File: src/sv/xbc_pkg.sv
package xbc_pkg;

   localparam logic [31:0] DELTA = 32'h9E37_79B9;
   localparam int unsigned KEY_WORDS = 4;
   localparam int unsigned ADDR_WIDTH = 4;

   typedef logic [KEY_WORDS-1:0][31:0] key_type;

   typedef enum logic [1:0] {
      REG_KEY_WORD_0 = 2'd0,
      REG_KEY_WORD_1 = 2'd1,
      REG_KEY_WORD_2 = 2'd2,
      REG_KEY_WORD_3 = 2'd3
   } reg_index_type;

   typedef struct packed {
      logic        valid;
      logic        op;
      logic [31:0] d0;
      logic [31:0] d1;
   } stage_type;

endpackage

File: src/sv/xbc_key_regs.sv
module xbc_key_regs (
   input  logic                                clock,
   input  logic                                reset,
   input  logic                                psel,
   input  logic                                penable,
   input  logic                                pwrite,
   input  logic [xbc_pkg::ADDR_WIDTH-1:0]      paddr,
   input  logic [31:0]                         pwdata,
   output logic [31:0]                         prdata,
   output logic                                pready,
   output xbc_pkg::key_type                    key
);

   xbc_pkg::key_type      key_ff;
   xbc_pkg::key_type      key_in;
   xbc_pkg::reg_index_type reg_sel;

   assign reg_sel = xbc_pkg::reg_index_type'(paddr[3:2]);
   assign pready  = 1'b1;
   assign prdata  = key_ff[paddr[3:2]];
   assign key     = key_ff;

   always_comb begin
      key_in = key_ff;
      if (psel && penable && pwrite && pready) begin
         case (reg_sel)
            xbc_pkg::REG_KEY_WORD_0: key_in[0] = pwdata;
            xbc_pkg::REG_KEY_WORD_1: key_in[1] = pwdata;
            xbc_pkg::REG_KEY_WORD_2: key_in[2] = pwdata;
            xbc_pkg::REG_KEY_WORD_3: key_in[3] = pwdata;
            default: key_in = key_ff;
         endcase
      end
   end

   always_ff @(posedge clock) begin
      if (reset) begin
         key_ff <= '0;
      end else begin
         key_ff <= key_in;
      end
   end

endmodule

File: config.mk
export PLATFORM = sky130hd
export DESIGN_NAME = xbc_key_regs
export DESIGN_NICKNAME = d
export VERILOG_FILES = /design/src/sv/xbc_pkg.sv /design/src/sv/xbc_key_regs.sv
export SDC_FILE = /design/constraint.sdc
export NUM_CORES = 1
export LEC_CHECK = 0
export ABC_AREA = 1
export BUFFER_PORTS_ARGS = -buffer_cell sky130_fd_sc_hd__buf_4
export CORE_ASPECT_RATIO = 1.25
export CORE_MARGIN = 1.5
export CORE_UTILIZATION = 55
export CTS_BUF_LIST = sky130_fd_sc_hd__clkbuf_2
export DETAILED_ROUTE_END_ITERATION = 10
export GPL_TIMING_DRIVEN = 0
export PLACE_DENSITY = 0.86
export SYNTH_ARGS = -nofsm -noshare
export SYNTH_HDL_FRONTEND = slang
export SYNTH_SLANG_ARGS = --single-unit
File: constraint.sdc
create_clock -name clock -period 2.6 [get_ports clock]
set_input_delay 0.52 -clock clock [delete_from_list [all_inputs] [get_ports clock]]
set_output_delay 0.52 -clock clock [all_outputs]
set_load 0.1 [all_outputs]
Word-level counts from Yosys, hierarchy flattened
Cells that the tools add are included.

Mux-type cells: 2. Add/sub/neg operators: 0. Multiply operators: 0. Divide/modulo/power cells: 0. Shift-type cells: 0. Equality and inequality tests: 3. Reductions and logical operators: 7. $lt $le $gt $ge: 1. Bitwise gates (word level): 0.

Operator list (number): 32-bit binary-select mux with 2-bit select (1); 32-bit 2-to-1 mux (1); 2-bit AND reduction (4); 2-bit == test, second input constant (2); 2-bit by 3-bit less-than comparator with 1-bit output, second input constant (1); 2-bit by 1-bit == test with 1-bit output, second input constant (1); 1-bit logical AND (2); 2-bit zero test (1).

Latch bits: 0. RAM bits: 0. Memories: 0. Memory bits (read-only): 0. Output and inout bits: 161. Register bits after elaboration: 128.

Longest topological paths before layout
Gate-level depths: netlist of run 1.

Depth in word-level cells: 3. Mapped depth: 7.

Least setup slack after synthesis of run 1
No wires, ideal clock.

Path kind: input to output. From: input port paddr[3] in the netlist's numbering. To: output port prdata[10]. Buffers on the path: 1. Path slack: 0.202 ns. Data arrival time: 1.878 ns. Stages: 5. Data required time: 2.080 ns. Cell sequence: nand2_1 > inv_2 > buf_2 > nand2_1 > nand4_1.

Longest elaborated chain between the ends: 2.

Ends and longest elaborated chain: start, declared (RTL line xbc_key_regs.sv:7) `input logic [xbc_pkg::ADDR_WIDTH-1:0] paddr,`; 32-bit binary-select mux with 2-bit select (RTL line xbc_key_regs.sv:20) `assign prdata = key_ff[paddr[3:2]];`; 32-bit 2-to-1 mux (not written as such) (RTL line xbc_key_regs.sv:20); end, declared (RTL line xbc_key_regs.sv:9) `output logic [31:0] prdata,`.

No other way between the ends. The select of a mux whose other input is x is not followed.

Worst setup path after layout of run 1
From: input port paddr[2] in the netlist's numbering. To: output port prdata[31].

Same word-level chain as after synthesis.

==> results.yml, run 1 <==
yosys:
  synth.most_common_cell: "nand2_1"
  avgSynthCellArea_um2: 6.43
  synth_edf_count: 0
  synth_warnings: 0
  synthTopCellsByCount: "nand2_1 (261), nor2_1 (257), nand3_1 (129)"
  synth_area_leaders: "dfxtp_1 (43%), nand2_1 (17%), nor2_1 (16%), nand3_1 (11%), nand4_1 (3.4%)"
  yosysSeqAreaShare_pct: 43.5
  synth_area_leader_cell: "dfxtp_1"
  async_reset_ff_share_pct: 0
  ys.flop_type: "dfxtp_1"
  synth.distinct_cells: 14
  netlist.area_leader.share_pct: 43.5
  syn_area_mm2: 0.00589
  synth_cells: 917
  synth_fp_nets: 958
  ys_seq_elements: 128
cells_and_area:
  nets: 1175
  largest_reg_flops: 128
  seqCellArea_mm2: 0.00256
  multi_input_area_mm2: 0.00285
  postLayoutCoreUtil_pct: 74.3
  stdcell_area_mm2: 0.00781
  final_cells: 1280
  layout-drive-gt1-share_pct: 24.9
  fillCellCount: 913
  area_delta_synth_final_pct: 32.4
clocking:
  cts_buffer_depth: 2
  h-tree-depth: 4
  hold_buffers: 0
  cts_setup_buffers: 0
  clkSinkCount: 128
  clk_pin_slew_ns: 0.21
  cts_made_buffers: 17
  clk_latency_ns: 0.68
  cts_tree: "done"
  cts_root_buf: "clkbuf_2"
sta:
  tightest_slew_ns: 0.575
  layout_min_cycle_time_ns: 2.42
  rsz0062_at_grt: "false"
  fin_skew_ns: 0
  relSlewSlack_pct: 61.7
  fin_crit_sh_pct: 92.9
  setup_violations: 0
  worst_slack_ns: 0.184
  finalMaxSlewViolations: 0
  timing_hold_violations_final: 0
  timing.fmax_mhz: 414
drt:
  ant_nets: 0
  drt_wl_total_um: 19700
  via_per_inst: 5.27
  drt_first_pass_iters: 5
  vias: 6743
  drt_iter0_drc: 659
  wl_per_cell_um: 15.4
  drcViolationCount: 0
place:
  place_inst: 1247
  gp_congestion: 0.898
  dp_hpwl_um: 14100
  dpl-instance-area_mm2: 0.00755
  pre_cts_slack_ns: -0.00452
  port-buffer-count: 198
die:
  rows: 42
  dieArea_mm2: 0.0114
  boundaryPins: 202
  dieHeight_um: 119
  core_area_mm2: 0.0105
  fp.dieW_um: 95.6
  start_util_pct: 56.1
setup_path:
  cp_max_fo: 10
  worst_setup_path_start_kind: "primary input"
  crit_chain: "buf_4 -> nor2_2 -> buf_2 -> nand2_1 -> nand4_1 -> buf_4"
  crit_slowest_cell: "nor2_2"
  max_stage_delay_ns: 0.37
  cp-end-kind: "output pin"
  crit_type: "in2out"
  crit_arrival_ns: 1.90
  critPathRequiredTime_ns: 2.08
  path_common_cell: "buf_4"
status:
  status: "finished, final reports clean"
power_and_ir_drop:
  power.density_mw_per_mm2: 546
  ir_drop_uv: 305
  p_leak_nw: 3.78
  p_total_mw: 4.26
job:
  max_cap_viol_count: 0
global_route:
  overflow: 0
  gr-usage-all-layers_pct: 34.9
  grt_pass1_vias: 6232
  grt_first_pass_wirelength_um: 30400
  antenna_found_initial: 1
  grt_max_degree: 17
worst_hold_path:
  hp-class: "in2reg"
[stage by stage]
step                setup TNS [ns]  hold slack (ns)
floorplan                        0            0.762
global route                     0            0.145
detailed placement        -0.00452            0.492
CTS                              0            0.143
finish                           0            0.162
global placement                 0            0.489
[worst max-delay path: cells and delay by family]
| family | cells | cell delay (ns) |
|---|---|---|
| and+or+nand+nor | 3 | 0.58 |
| buffers and inverters | 3 | 0.79 |
[logic make-up after synthesis]
family | after synthesis | share of synthesized area (%)
other cells | 1 | 0.0636
simple gates | 686 | 48.3
flops | 128 | 43.5
buf+inv | 102 | 8.13
[routing by layer]
| layer | wire length (um) | share of wire (%) | up-vias | track usage (%) |
|---|---|---|---|---|
| met5 | 0 | 0 | - | 0 |
| met4 | 550 | 2.8 | 0 | 14.1 |
| met3 | 1960 | 10 | 50 | 9.65 |
| met2 | 9630 | 49 | 373 | 58.1 |
| met1 | 7510 | 38 | 3018 | 41.6 |
| li1 | - | - | 3302 | - |
[where the power goes]
part	internal (mW)	switching, mW
sequential	2.01	0.0377
combinational	0.206	0.710
clock	0.528	0.771
[cell usage in the layout (no fill, tap or decap)]
cell        Yosys  routed
clkbuf_2        0      19
dfxtp_1       128     128
inv_2           3       3
nand4_1        32      32
clkinv_4        0       4
clkbuf_1       19      17
buf_6           3       3
inv_1          34      34
buf_4           8     206
clkinv_1        0       2
nor2_4          3       3
clkinv_2        0       3
bufinv_16       0       3
clkinvlp_4      0       3
nand3_1       129     129
conb_1          1       1
diode_2         0       1
buf_2          35      35
nor2_1        257     257
nor2_2          4       4
nand2_1       261     261
[worst paths after layout]
kind	slack [ns]	endpoint	startpoint	cells past startpoint
worst max-delay path	0.18	prdata[31]	paddr[2]	6
worst min-delay path	0.16	key[36]$_SDFFE_PP0P_	pwdata[4]	5
worst max register to register	1.94	key[96]$_SDFFE_PP0P_	key[96]$_SDFFE_PP0P_	2
worst min register to register	0.51	key[66]$_SDFFE_PP0P_	key[66]$_SDFFE_PP0P_	2
[final cells by class]
class | instances | area share, %
multi-input cells | 687 | 36.5
flip-flops and latches | 128 | 32.8
repair buffers | 198 | 19.0
plain buffers | 65 | 4.39
clock inverters | 15 | 2.18
well taps | 132 | 2.12
inverters | 37 | 1.78
clock buffers | 17 | 1.09
diodes | 1 | 0.0321
[repair_timing]
item	CTS	global route
endpoints found under the setup margin	1	10
gates resized for setup	1	2
cloned	0	0
Note: power is estimated with default switching activity, not from simulation.
==> inputs of run 2 (changes only) <==
--- a/config.mk
+++ b/config.mk
@@ -14,6 +14,7 @@
 export DETAILED_ROUTE_END_ITERATION = 10
 export GPL_TIMING_DRIVEN = 0
 export PLACE_DENSITY = 0.86
+export REMOVE_ABC_BUFFERS = 1
 export SYNTH_ARGS = -nofsm -noshare
 export SYNTH_HDL_FRONTEND = slang
 export SYNTH_SLANG_ARGS = --single-unit
==> run 2 against run 1 <==
Net effect:
- final area decreased by 1.6%
- sequential share of layout area rose by 0.55 points
- hold slack better by 0.0085 ns
- critical path type unchanged
- critical endpoint is now prdata[5]
- highest routed layer unchanged
==> results.yml, run 2 (synthesis gave the netlist of run 1 again) <==
status:
  status: "finished, final reports clean"
cells_and_area:
  fillCellCount: 915
  layout.cells.most_common: "nand2_1"
  nets: 1123
  stdcell_area_mm2: 0.00768
  largest_reg_flops: 128
  layout-drive-gt1-share_pct: 23.2
  area_delta_synth_final_pct: 30.3
  final_cells: 1228
  final_cell_mix: "nand2_1 (261), nor2_1 (256), buf_4 (201), nand3_1 (129), dfxtp_1 (128)"
  postLayoutCoreUtil_pct: 73.1
die:
  dieHeight_um: 119
  core_area_mm2: 0.0105
  rows: 42
  dieArea_mm2: 0.0114
  fp.dieW_um: 95.6
  start_util_pct: 56.1
  boundaryPins: 202
clocking:
  cts_root_buf: "clkbuf_2"
  cts_made_buffers: 17
  clk_latency_ns: 0.67
  h-tree-depth: 4
  clk_pin_slew_ns: 0.20
  cts_tree: "done"
  cts_buffer_depth: 2
  clkSinkCount: 128
  hold_buffers: 0
sta:
  worst_slack_ns: 0.0641
  fin_setup_tns_ns: 0
  finalMaxSlewViolations: 0
  fin_skew_ns: 0
  timing.fmax_mhz: 394
  relSlewSlack_pct: 30.8
  setup_violations: 0
  tightest_slew_ns: 1.04
  layout_min_cycle_time_ns: 2.54
  rsz0062_at_grt: "false"
  hold_slack_ns: 0.171
  timing_hold_violations_final: 0
  fin_crit_sh_pct: 97.5
drt:
  wl_per_cell_um: 14.5
  drt_first_pass_iters: 5
  drt_wl_total_um: 17900
  drt_iter0_drc: 496
  via_per_inst: 5.25
  ant_nets: 0
  vias: 6441
  drcViolationCount: 0
place:
  gp_congestion: 0.833
  pre_cts_slack_ns: -0.206
  port-buffer-count: 198
  dp_hpwl_um: 10500
  dpl-instance-area_mm2: 0.00740
  place_inst: 1189
setup_path:
  cp.buffers_inverters: 4
  reg2reg_slack_ns: 1.91
  crit_arrival_ns: 2.02
  max_stage_delay_ns: 0.46
  critPathTopFamily: "buffers and inverters"
  crit_type: "in2out"
  crit_slowest_cell: "nor2_4"
  critPathRequiredTime_ns: 2.08
  crit_chain: "buf_4 -> inv_2 -> nor2_4 -> buf_12 -> nand2_1 -> nand4_1 -> buf_4"
  cp-startpoint: "paddr[3]"
  r2r-start: "key[85]$_SDFFE_PP0P_"
  worst_setup_path_start_kind: "primary input"
  cp_max_fo: 33
  cp-end-kind: "output pin"
  path_common_cell: "buf_4"
  rr_endpoint: "key[85]$_SDFFE_PP0P_"
  reg2reg_depth: 2
  critical_path_depth: 7
global_route:
  gr-usage-met1_pct: 37.9
  use_met3_pct: 7.85
  grt_pass1_vias: 5473
  antenna_found_initial: 0
  grt_first_pass_wirelength_um: 27300
  busiest_layer: "met2"
  gr-usage-all-layers_pct: 30.8
  met2_usage_pct: 51.3
  overflow: 0
  grt_max_degree: 83
power_and_ir_drop:
  p_int_mw: 2.65
  clockPowerShare_pct: 28.7
  p_seq_share_pct: 49.5
  p_leak_nw: 3.60
  power_frac_comb_pct: 21.8
  switching_share_pct: 36.0
  ir_drop_uv: 367
  power.density_mw_per_mm2: 538
  p_total_mw: 4.13
  switchingPower_mw: 1.49
worst_hold_path:
  min_to: "key[63]$_SDFFE_PP0P_"
  hold_start: "pwdata[31]"
  hp-class: "in2reg"
  hold_depth: 5
job:
  max_cap_viol_count: 0
==> run 2: cell type report <==
type                    instances  area [um^2]  share of cell area (%)
diodes                          1         2.50                  0.0326
clock buffers                  17         85.1                    1.11
clock inverters                15          146                    1.91
inverters                      37          146                    1.91
multi-input cells             690         2900                    37.8
flip-flops and latches        128         2560                    33.4
well taps                     132          165                    2.15
repair buffers                208         1670                    21.8
==> run 2: worst min-delay path, stage by stage <==
cell     delay (ns)
buf_4          0.08
inv_1          0.06
nand3_1        0.08
nand2_1        0.04
nor2_1         0.06
==> run 2: how the worst max path moves through the flow <==
stage / end / slack, ns
2_1_floorplan: key[0]$_SDFFE_PP0P_ / -2.22
3_3_place_gp: key[89]$_SDFFE_PP0P_ / -4.30
3_5_place_dp: prdata[17] / -0.21
4_1_cts: prdata[0] / 0.05
5_1_grt: prdata[29] / 0.0004
6_report: prdata[5] / 0.06
==> run 2: metal layers <==
layer	vias to the layer above	wire length, um
li1	3208	-
met1	2899	6950
met2	295	8960
met3	39	1490
met4	0	460
met5	-	0
==> run 2: power by group through the flow <==
stage               Sequential, mW  Clock (mW)  Combinational, mW
CTS                           2.04        1.20              0.894
floorplan                     2.38           0              0.350
global route                  2.05        1.28              0.949
detailed placement            2.08           0              0.884
finish                        2.04        1.19              0.902
global placement              2.08           0              0.879
==> run 2: repair_timing <==
item / in CTS / in global routing
cloned: 3 / 0
setup endpoints to repair: 32 / 20
pin swaps: 3 / 2
buffers inserted: 0 / 3
gates resized for setup: 1 / 1
