[src/sv/xbc_pkg.sv]
package xbc_pkg;

   localparam logic [31:0] DELTA = 32'h9E37_79B9;
   localparam int unsigned KEY_WORDS = 4;
   localparam int unsigned ADDR_WIDTH = 4;

   typedef logic [KEY_WORDS-1:0][31:0] key_type;

   typedef enum logic [1:0] {
      REG_KEY_WORD_0 = 2'd0,
      REG_KEY_WORD_1 = 2'd1,
      REG_KEY_WORD_2 = 2'd2,
      REG_KEY_WORD_3 = 2'd3
   } reg_index_type;

   typedef struct packed {
      logic        valid;
      logic        op;
      logic [31:0] d0;
      logic [31:0] d1;
   } stage_type;

endpackage

[src/sv/xbc_half_round.sv]
module xbc_half_round #(
   parameter logic [31:0] ENC_SUM = 32'd0,
   parameter logic [31:0] DEC_SUM = 32'd0,
   parameter logic        ODD     = 1'b0
) (
   input  logic               clock,
   input  logic               reset,
   input  logic               advance,
   input  xbc_pkg::key_type   key,
   input  xbc_pkg::stage_type stage_i,
   output xbc_pkg::stage_type stage_o
);

   // even half: encrypt updates d0 from d1 (key by sum[1:0]),
   //            decrypt updates d1 from d0 (key by sum[12:11]); odd half swaps
   localparam logic [1:0] ENC_SEL = ODD ? ENC_SUM[12:11] : ENC_SUM[1:0];
   localparam logic [1:0] DEC_SEL = ODD ? DEC_SUM[1:0] : DEC_SUM[12:11];

   function automatic logic [31:0] mix_word(input logic [31:0] v);
      return ((v << 4) ^ (v >> 5)) + v;
   endfunction

   xbc_pkg::stage_type stage_ff;
   xbc_pkg::stage_type stage_in;
   logic               flip;
   logic [31:0]        target;
   logic [31:0]        source;
   logic [31:0]        rkey;
   logic [31:0]        fval;
   logic [31:0]        result;

   always_comb begin
      flip   = stage_i.op ^ ODD;
      target = flip ? stage_i.d1 : stage_i.d0;
      source = flip ? stage_i.d0 : stage_i.d1;
      rkey   = stage_i.op ? (DEC_SUM + key[DEC_SEL]) : (ENC_SUM + key[ENC_SEL]);
      fval   = mix_word(source) ^ rkey;
      result = stage_i.op ? (target - fval) : (target + fval);
      stage_in = stage_i;
      if (flip) begin
         stage_in.d1 = result;
      end else begin
         stage_in.d0 = result;
      end
   end

   always_ff @(posedge clock) begin
      if (reset) begin
         stage_ff.valid <= 1'b0;
      end else if (advance) begin
         stage_ff <= stage_in;
      end
   end

   assign stage_o = stage_ff;

endmodule

[config.mk]
export PLATFORM = sky130hd
export DESIGN_NAME = xbc_half_round
export DESIGN_NICKNAME = d
export VERILOG_FILES = /design/src/sv/xbc_pkg.sv /design/src/sv/xbc_half_round.sv
export SDC_FILE = /design/constraint.sdc
export NUM_CORES = 1
export LEC_CHECK = 0
export BUFFER_PORTS_ARGS = -buffer_cell sky130_fd_sc_hd__buf_4
export CAP_MARGIN = 30
export CORE_MARGIN = 5
export CORE_UTILIZATION = 53
export DETAILED_ROUTE_END_ITERATION = 8
export GPL_TIMING_DRIVEN = 1
export PLACE_DENSITY = 0.81
export SLEW_MARGIN = 0
export SYNTH_ARGS = -nofsm -noshare
export SYNTH_HDL_FRONTEND = slang
export SYNTH_SLANG_ARGS = --single-unit
[constraint.sdc]
create_clock -name clock -period 8.8 [get_ports clock]
set_clock_uncertainty 0.2 [all_clocks]
set_input_delay 1.32 -clock clock [delete_from_list [all_inputs] [get_ports clock]]
set_output_delay 1.32 -clock clock [all_outputs]
set_load 0.02 [all_outputs]
[Word-level counts from Yosys, hierarchy flattened]
Cells that the tools add are included.
Storage, ports and cells
  register bits: 66
  logic and storage cells: 16
Cells by class
  $add $sub $neg: 3
  multiplexer cells: 5
  bitwise logic cells: 3
  reductions and logical operators: 1
Operator list (number)
  two-way mux 32 bit: 5
  adder 32 bit: 2
  subtractor 32 bit: 1
  bitwise XOR 32 x 27 -> 32 bit: 1
  bitwise XOR 32 bit: 1
  AND reduction 2 bit: 1
  inverter 1 bit: 1

[Depth between registers and ports, before layout]
Gate-level depths: netlist of run 1.
  depth in word-level cells: 7
  gate-level depth with buffers: 30

[Least setup slack after synthesis of run 1]
No wires, ideal clock.
  path kind: input port to flip-flop
  from: in stage_i[64] (netlist bit)
  to: reg stage_ff (netlist bit stage_o[28]) (data pin)
  setup time: 0.256 ns
  data arrival time: 7.269 ns
  data required time: 8.344 ns
  path slack: 1.075 ns
  stages: 28
  buffers on the path: 5
  path through: buf_2 buf_1 clkbuf_1 clkbuf_1 mux2_2 ha_1 a21oi_1 a21oi_1 o211ai_2 a31oi_1 xnor2_1 nand4b_1 or4_1 buf_2 nor4_1 nor2_1 xnor2_1 ha_1 a21o_1 a21o_1 a21oi_1 o21ai_0 nand2b_1 a21boi_0 a31o_2 a21oi_1 or3_1 a31o_2
RTL lines
  from (decl): RTL line xbc_half_round.sv:10  | input xbc_pkg::stage_type stage_i,
  to (signal assigned): RTL line xbc_half_round.sv:51  | stage_ff <= stage_in;
  to (decl): RTL line xbc_half_round.sv:23  | xbc_pkg::stage_type stage_ff;

==> impl_metrics.tcl, run 1 <==
set metrics [dict create \
    grt_pass1_wl_mm 38.8 \
    drtIter0Drc 714 \
    rsz0062_at_grt "no" \
    seq_area_frac_synth_pct 24.0 \
    dp_hpwl_mm 20.5 \
    ys_warn_count 0 \
    total_power_mw 2.59 \
    ys.flop_type "edfxtp_1" \
    tightestPinTransition_ns 0.813 \
    syn_area_sq_um 8220 \
    slew_violations 0 \
    postSynthCellCount 963 \
    relSlewSlack_pct 45.8 \
    critPathKind "in2reg" \
    fin_tns_setup_ns 0 \
    yosysTopAreaCell "edfxtp_1" \
    antenna_cells 0 \
    num_rows 45 \
    crit_arrival_ns 7.98 \
    reg2reg_slack_ns 8.00 \
    instances_no_fill 1313 \
    maxCapViolCount 0 \
    clock_sinks 66 \
    routabilityCongestion 0.949 \
    htreeDepth 3 \
    drive_gt1_share_pct 22.5 \
    preCtsSetupSlack_ns 0.612 \
    cts_tree "yes" \
    postSynthAreaPerCell_sq_um 8.53 \
    core_area_sq_um 15200 \
    ctsHoldBuffers 0 \
    drt_wl_total_mm 24.9 \
    synth_enable_flop_cells 65 \
    finalCritPeriodShare_pct 91.2 \
    dieArea_sq_um 18100 \
    grt-ovfl-total 0 \
    powerDensity_nw_per_um2 259 \
    netlist.area_leader.share_pct 23.8 \
    grt_max_degree 66 \
    nets 1385 \
    area.growth.synth_to_final_pct 21.9 \
    clk_latency_ns 0.33 \
    layout_min_cycle_time_ns 8.03 \
    cts_buffers 9 \
    p_leak_nw 4.35 \
    dp_cells 1297 \
    cts_buffer_depth 2 \
    crit_fanout 22 \
    syn-num-nets 1228 \
    outcome "finished, final reports clean" \
    num_io_pins 263 \
    postCtsSetupBuffers 0 \
    cts_root_buf "clkbuf_16" \
    largest_reg_flops 66 \
    grt_pass1_vias 7423 \
    cts_resized 0 \
    setup_viol 0 \
    antenna_found_initial 0 \
    firstDrtPassIters 6 \
    post_drt_wl_per_cell_um 18.9 \
    fmax_mhz 125 \
    synth-seq-cells 66 \
    portBuffers 166 \
    track_usage_pct 26.9 \
    viasPerCell 6.00 \
    path_clk_slew_ns 0.05 \
    start_util_pct 54.1 \
    yosysUniqueCellTypes 74 \
    die_x_um 135 \
    drc 0 \
    ys_async_sr_fraction_pct 0 \
    setup_slack_ns 0.772 \
    fillers 1320 \
    hp-class "reg2reg" \
    synth_area_leaders "edfxtp_1 (24%), ha_1 (10%), xnor2_1 (8.3%)" \
    ir_worst_vdd_mv 0.117 \
    drtAntennaViolNets 0 \
    fp.dieH_um 135 \
    hold_viol_final 0 \
    crit_path_start_kind "primary input" \
    cp.required_ns 8.75 \
    route.vias.total 7878 \
    cp-end-kind "register" \
]
critical path: stages:
cell and delay [ns]:
buf_4 0.27, clkinv_1 0.26, buf_4 0.26, nand2_1 0.14
nand2_1 0.15, xnor2_1 0.16, ha_1 0.41, a21o_1 0.23
a21o_1 0.18, a21oi_1 0.19, mux2_2 0.38, a211oi_4 0.32
nand3_1 0.22, or4_4 0.58, nor2_1 0.22, a41oi_1 0.17
xor2_1 0.22, ha_1 0.38, nand3_1 0.11, nor4_1 0.27
a21boi_0 0.17, a31o_2 0.31, a2111oi_0 0.66, nor3_1 0.14
o31ai_1 0.25
area by class of cell:
class,instances,area [sq um],share of cell area (%)
Tap cell,188,235,2.35
Clock inverter,5,77.6,0.774
Inverter,29,109,1.09
Sequential cell,66,1970,19.7
Multi-Input combinational cell,836,6020,60.1
Timing Repair Buffer,178,1360,13.6
Clock buffer,11,243,2.42
metrics by stage:
stage,instance area (sq um),hold slack [ns],util [%]
floorplan,8220,0.379,-
global placement,9700,0.297,63.8
detailed placement,9700,0.311,63.8
CTS,10000,0.327,65.9
global route,10000,0.371,65.9
finish,10000,0.322,65.9
cells in the final DEF (no fill, tap or decap), types with 28 or more instances in the layout:
cell,n
inv_1,28
xnor2_1,78
a21o_1,36
xor2_1,57
mux2_2,38
nor2_1,51
a21oi_1,87
edfxtp_1,65
nand2_1,103
o21ai_0,71
ha_1,66
buf_4,176
path summary, 6_finish.rpt:
check,start,to,depth (start not counted)
setup reg to reg,stage_o[65],stage_o[65],2
hold reg to reg,stage_o[65],stage_o[65],2
hold / removal,stage_o[65],stage_o[65],2
setup / recovery,stage_i[64],stage_o[62],25
power breakdown:
part	total, mW	switching [mW]	internal (mW)
clock network	0.386	0.131	0.255
logic	1.74	1.04	0.704
registers	0.468	0.0167	0.451
total	2.59	1.18	1.41
cells by family after synthesis:
| group | share of synthesized area, % |
|---|---|
| compound gates | 24.7 |
| xor+xnor | 16.0 |
| fa+ha+maj | 10.5 |
| buf+inv | 2.82 |
| flops | 24.0 |
| mux | 5.69 |
| simple gates | 16.2 |
cells in the mapped netlist, types with 10 or more instances:
| cell type | instances |
|---|---|
| nor2_1 | 51 |
| xor2_1 | 57 |
| a21o_1 | 36 |
| o21ai_0 | 71 |
| clkbuf_1 | 25 |
| nor2b_1 | 21 |
| a21oi_1 | 87 |
| o21bai_1 | 20 |
| nand2b_1 | 12 |
| xnor2_1 | 78 |
| a31oi_1 | 13 |
| ha_1 | 66 |
| nor3_1 | 19 |
| and2_1 | 10 |
| and3_1 | 10 |
| o21a_1 | 10 |
| edfxtp_1 | 65 |
| nand2_1 | 103 |
| inv_1 | 28 |
| mux2_2 | 38 |
| nand3_1 | 19 |
per-layer routing:
metal  GRT usage, %  share of wire, %
met1           40.1                47
met2           40.9                44
met3           4.40               7.7
met4           6.22               1.6
met5              0                 0
Power figures use the tool's default switching activity.
==> run 2: changes to the inputs <==
--- a/config.mk
+++ b/config.mk
@@ -5,12 +5,13 @@
 export SDC_FILE = /design/constraint.sdc
 export NUM_CORES = 1
 export LEC_CHECK = 0
+export ABC_AREA = 1
 export BUFFER_PORTS_ARGS = -buffer_cell sky130_fd_sc_hd__buf_4
 export CAP_MARGIN = 30
 export CORE_MARGIN = 5
-export CORE_UTILIZATION = 53
+export CORE_UTILIZATION = 54
 export DETAILED_ROUTE_END_ITERATION = 8
-export GPL_TIMING_DRIVEN = 1
+export GPL_TIMING_DRIVEN = 0
 export PLACE_DENSITY = 0.81
 export SLEW_MARGIN = 0
 export SYNTH_ARGS = -nofsm -noshare
==> impl_metrics.tcl, run 2 <==
set metrics [dict create \
    r2r_cells 2 \
    area.growth.synth_to_final_pct 21.4 \
    die_x_um 136 \
    fp.dieH_um 136 \
    multi_input_area_sq_um 5980 \
    setup_slack_ns 0.859 \
    postSynthAreaPerCell_sq_um 6.79 \
    num_io_pins 263 \
    ys_async_sr_fraction_pct 0 \
    routabilityCongestion 0.980 \
    track_usage_pct 30.6 \
    clock_sinks 66 \
    post_drt_wl_per_cell_um 17.2 \
    cellInternalPower_mw 1.24 \
    synth_enable_flop_cells 65 \
    preCtsSetupSlack_ns 0.642 \
    grt_max_degree 39 \
    critPathKind "in2reg" \
    crit_fanout 10 \
    synth_common_cells "nand2_1 (382), inv_1 (124), o21ai_0 (102), nor2_1 (90), xor2_1 (67)" \
    slew_violations 0 \
    ys_warn_count 0 \
    maxCapViolCount 0 \
    whs_path_depth 2 \
    cts_root_buf "clkbuf_16" \
    cp.required_ns 8.66 \
    largest_reg_flops 66 \
    p_sw_mw 1.18 \
    htreeDepth 3 \
    p_clk_share_pct 14.6 \
    portBuffers 166 \
    outcome "finished, final reports clean" \
    layout_min_cycle_time_ns 7.94 \
    cts_buffers 9 \
    core_area_sq_um 15700 \
    ys.flop_type "edfxtp_1" \
    start_util_pct 54.6 \
    combPwrFrac_pct 66.8 \
    dieArea_sq_um 18500 \
    hp-class "reg2reg" \
    cpMaxStageDelayCell "clkbuf_1" \
    antenna_cells 0 \
    drt_wl_total_mm 28.5 \
    relSlewSlack_pct 36.4 \
    grt_pass1_vias 8658 \
    crit_arrival_ns 7.81 \
    syn-num-nets 1528 \
    path_common_cell "nand2_1" \
    synth-seq-cells 66 \
    crit_family "simple AND/OR/NAND/NOR gates" \
    viasPerCell 5.56 \
    drc 0 \
    grt-ovfl-total 0 \
    cts_resized 0 \
    cp-end-kind "register" \
    seq_area_frac_synth_pct 23.0 \
    dp_hpwl_mm 23.9 \
    syn_area_sq_um 8570 \
    grt_pass1_wl_mm 43.9 \
    powerDensity_nw_per_um2 233 \
    fin_tns_setup_ns 0 \
    firstDrtPassIters 6 \
    setup_viol 0 \
    path_buf_inv 5 \
    ir_worst_vdd_mv 0.115 \
    num_rows 46 \
    drtIter0Drc 859 \
    yosysTopAreaCell "edfxtp_1" \
    finalCritPeriodShare_pct 90.2 \
    tightestPinTransition_ns 0.945 \
    hold_viol_final 0 \
    fmax_mhz 126 \
    layout_common_cells "nand2_1 (382), buf_4 (166), inv_1 (124)" \
    fillers 1453 \
    reg2reg_slack_ns 8.02 \
    cts_buffer_depth 2 \
    synth_most_common_cell "nand2_1" \
    regArea_sq_um 1970 \
    synth_area_leaders "edfxtp_1 (23%), nand2_1 (17%), ha_1 (9.6%)" \
    clk_latency_ns 0.34 \
    drive_gt1_share_pct 19.4 \
    ctsHoldBuffers 0 \
    path_depth 36 \
    postCtsSetupBuffers 0 \
    antenna_found_initial 0 \
    p_leak_nw 5.11 \
    final_common_cell "nand2_1" \
    slowest_delay_ns 0.53 \
    drtAntennaViolNets 0 \
    yosysUniqueCellTypes 51 \
    rsz0062_at_grt "no" \
    netlist.area_leader.share_pct 22.8 \
    nets 1706 \
    fin_util_pct 66.2 \
    p_seq_share_pct 18.6 \
    postSynthCellCount 1263 \
    route.vias.total 9241 \
    cts_tree "yes" \
    netSwitchingFraction_pct 48.8 \
    path_clk_slew_ns 0.06 \
    crit_path_start_kind "primary input" \
]
run 2: final timing paths:
kind	from	to
worst max register to register	stage_o[65]	stage_o[65]
worst min-delay path	stage_o[65]	stage_o[65]
worst max-delay path	stage_i[64]	stage_o[30]
worst min register to register	stage_o[65]	stage_o[65]
run 2: worst min-delay path, stage by stage, from the launching register on:
cell and delay [ns]:
dfxtp_1 0.31, nand2_1 0.06, a21oi_1 0.05
run 2: power by group through the flow:
stage | clock [mW] | combinational, mW | sequential (mW)
floorplan | 0 | 1.08 | 0.525
global placement | 0 | 1.55 | 0.458
finish | 0.354 | 1.62 | 0.451
global route | 0.368 | 1.78 | 0.455
CTS | 0.355 | 1.58 | 0.451
detailed placement | 0 | 1.57 | 0.457
run 2: metrics by stage:
step	hold WS [ns]	total power, mW	cells	cell area [sq um]
after floorplan	0.330	1.60	1263	8570
after global placement	0.245	2.01	1645	10100
after detailed placement	0.267	2.03	1646	10100
after CTS	0.275	2.39	1662	10400
after global routing	0.283	2.61	1662	10400
final	0.266	2.42	1662	10400
run 2: layout make-up:
class | count | share of cell area [%]
clock buffer | 11 | 2.24
buffer | 26 | 1.26
clock inverter | 5 | 0.529
timing repair buffer | 167 | 12.2
multi-input combinational | 1039 | 57.5
tap | 216 | 2.60
sequential | 66 | 18.9
inverter | 132 | 4.76
run 2: routing by layer:
metal  part of all wire [%]  GRT usage, %
met1                     43          42.0
met2                     45          49.9
met4                    2.6          9.01
met5                      0             0
met3                     10          4.96
run 2: cell families after synthesis:
kind of cell | count (synthesis) | synth area share [%]
xor+xnor | 104 | 10.7
mux | 2 | 0.233
fa+ha+maj | 68 | 10.1
compound gates | 211 | 13.9
simple gates | 654 | 34.8
flops | 66 | 23.0
buf+inv | 158 | 7.31
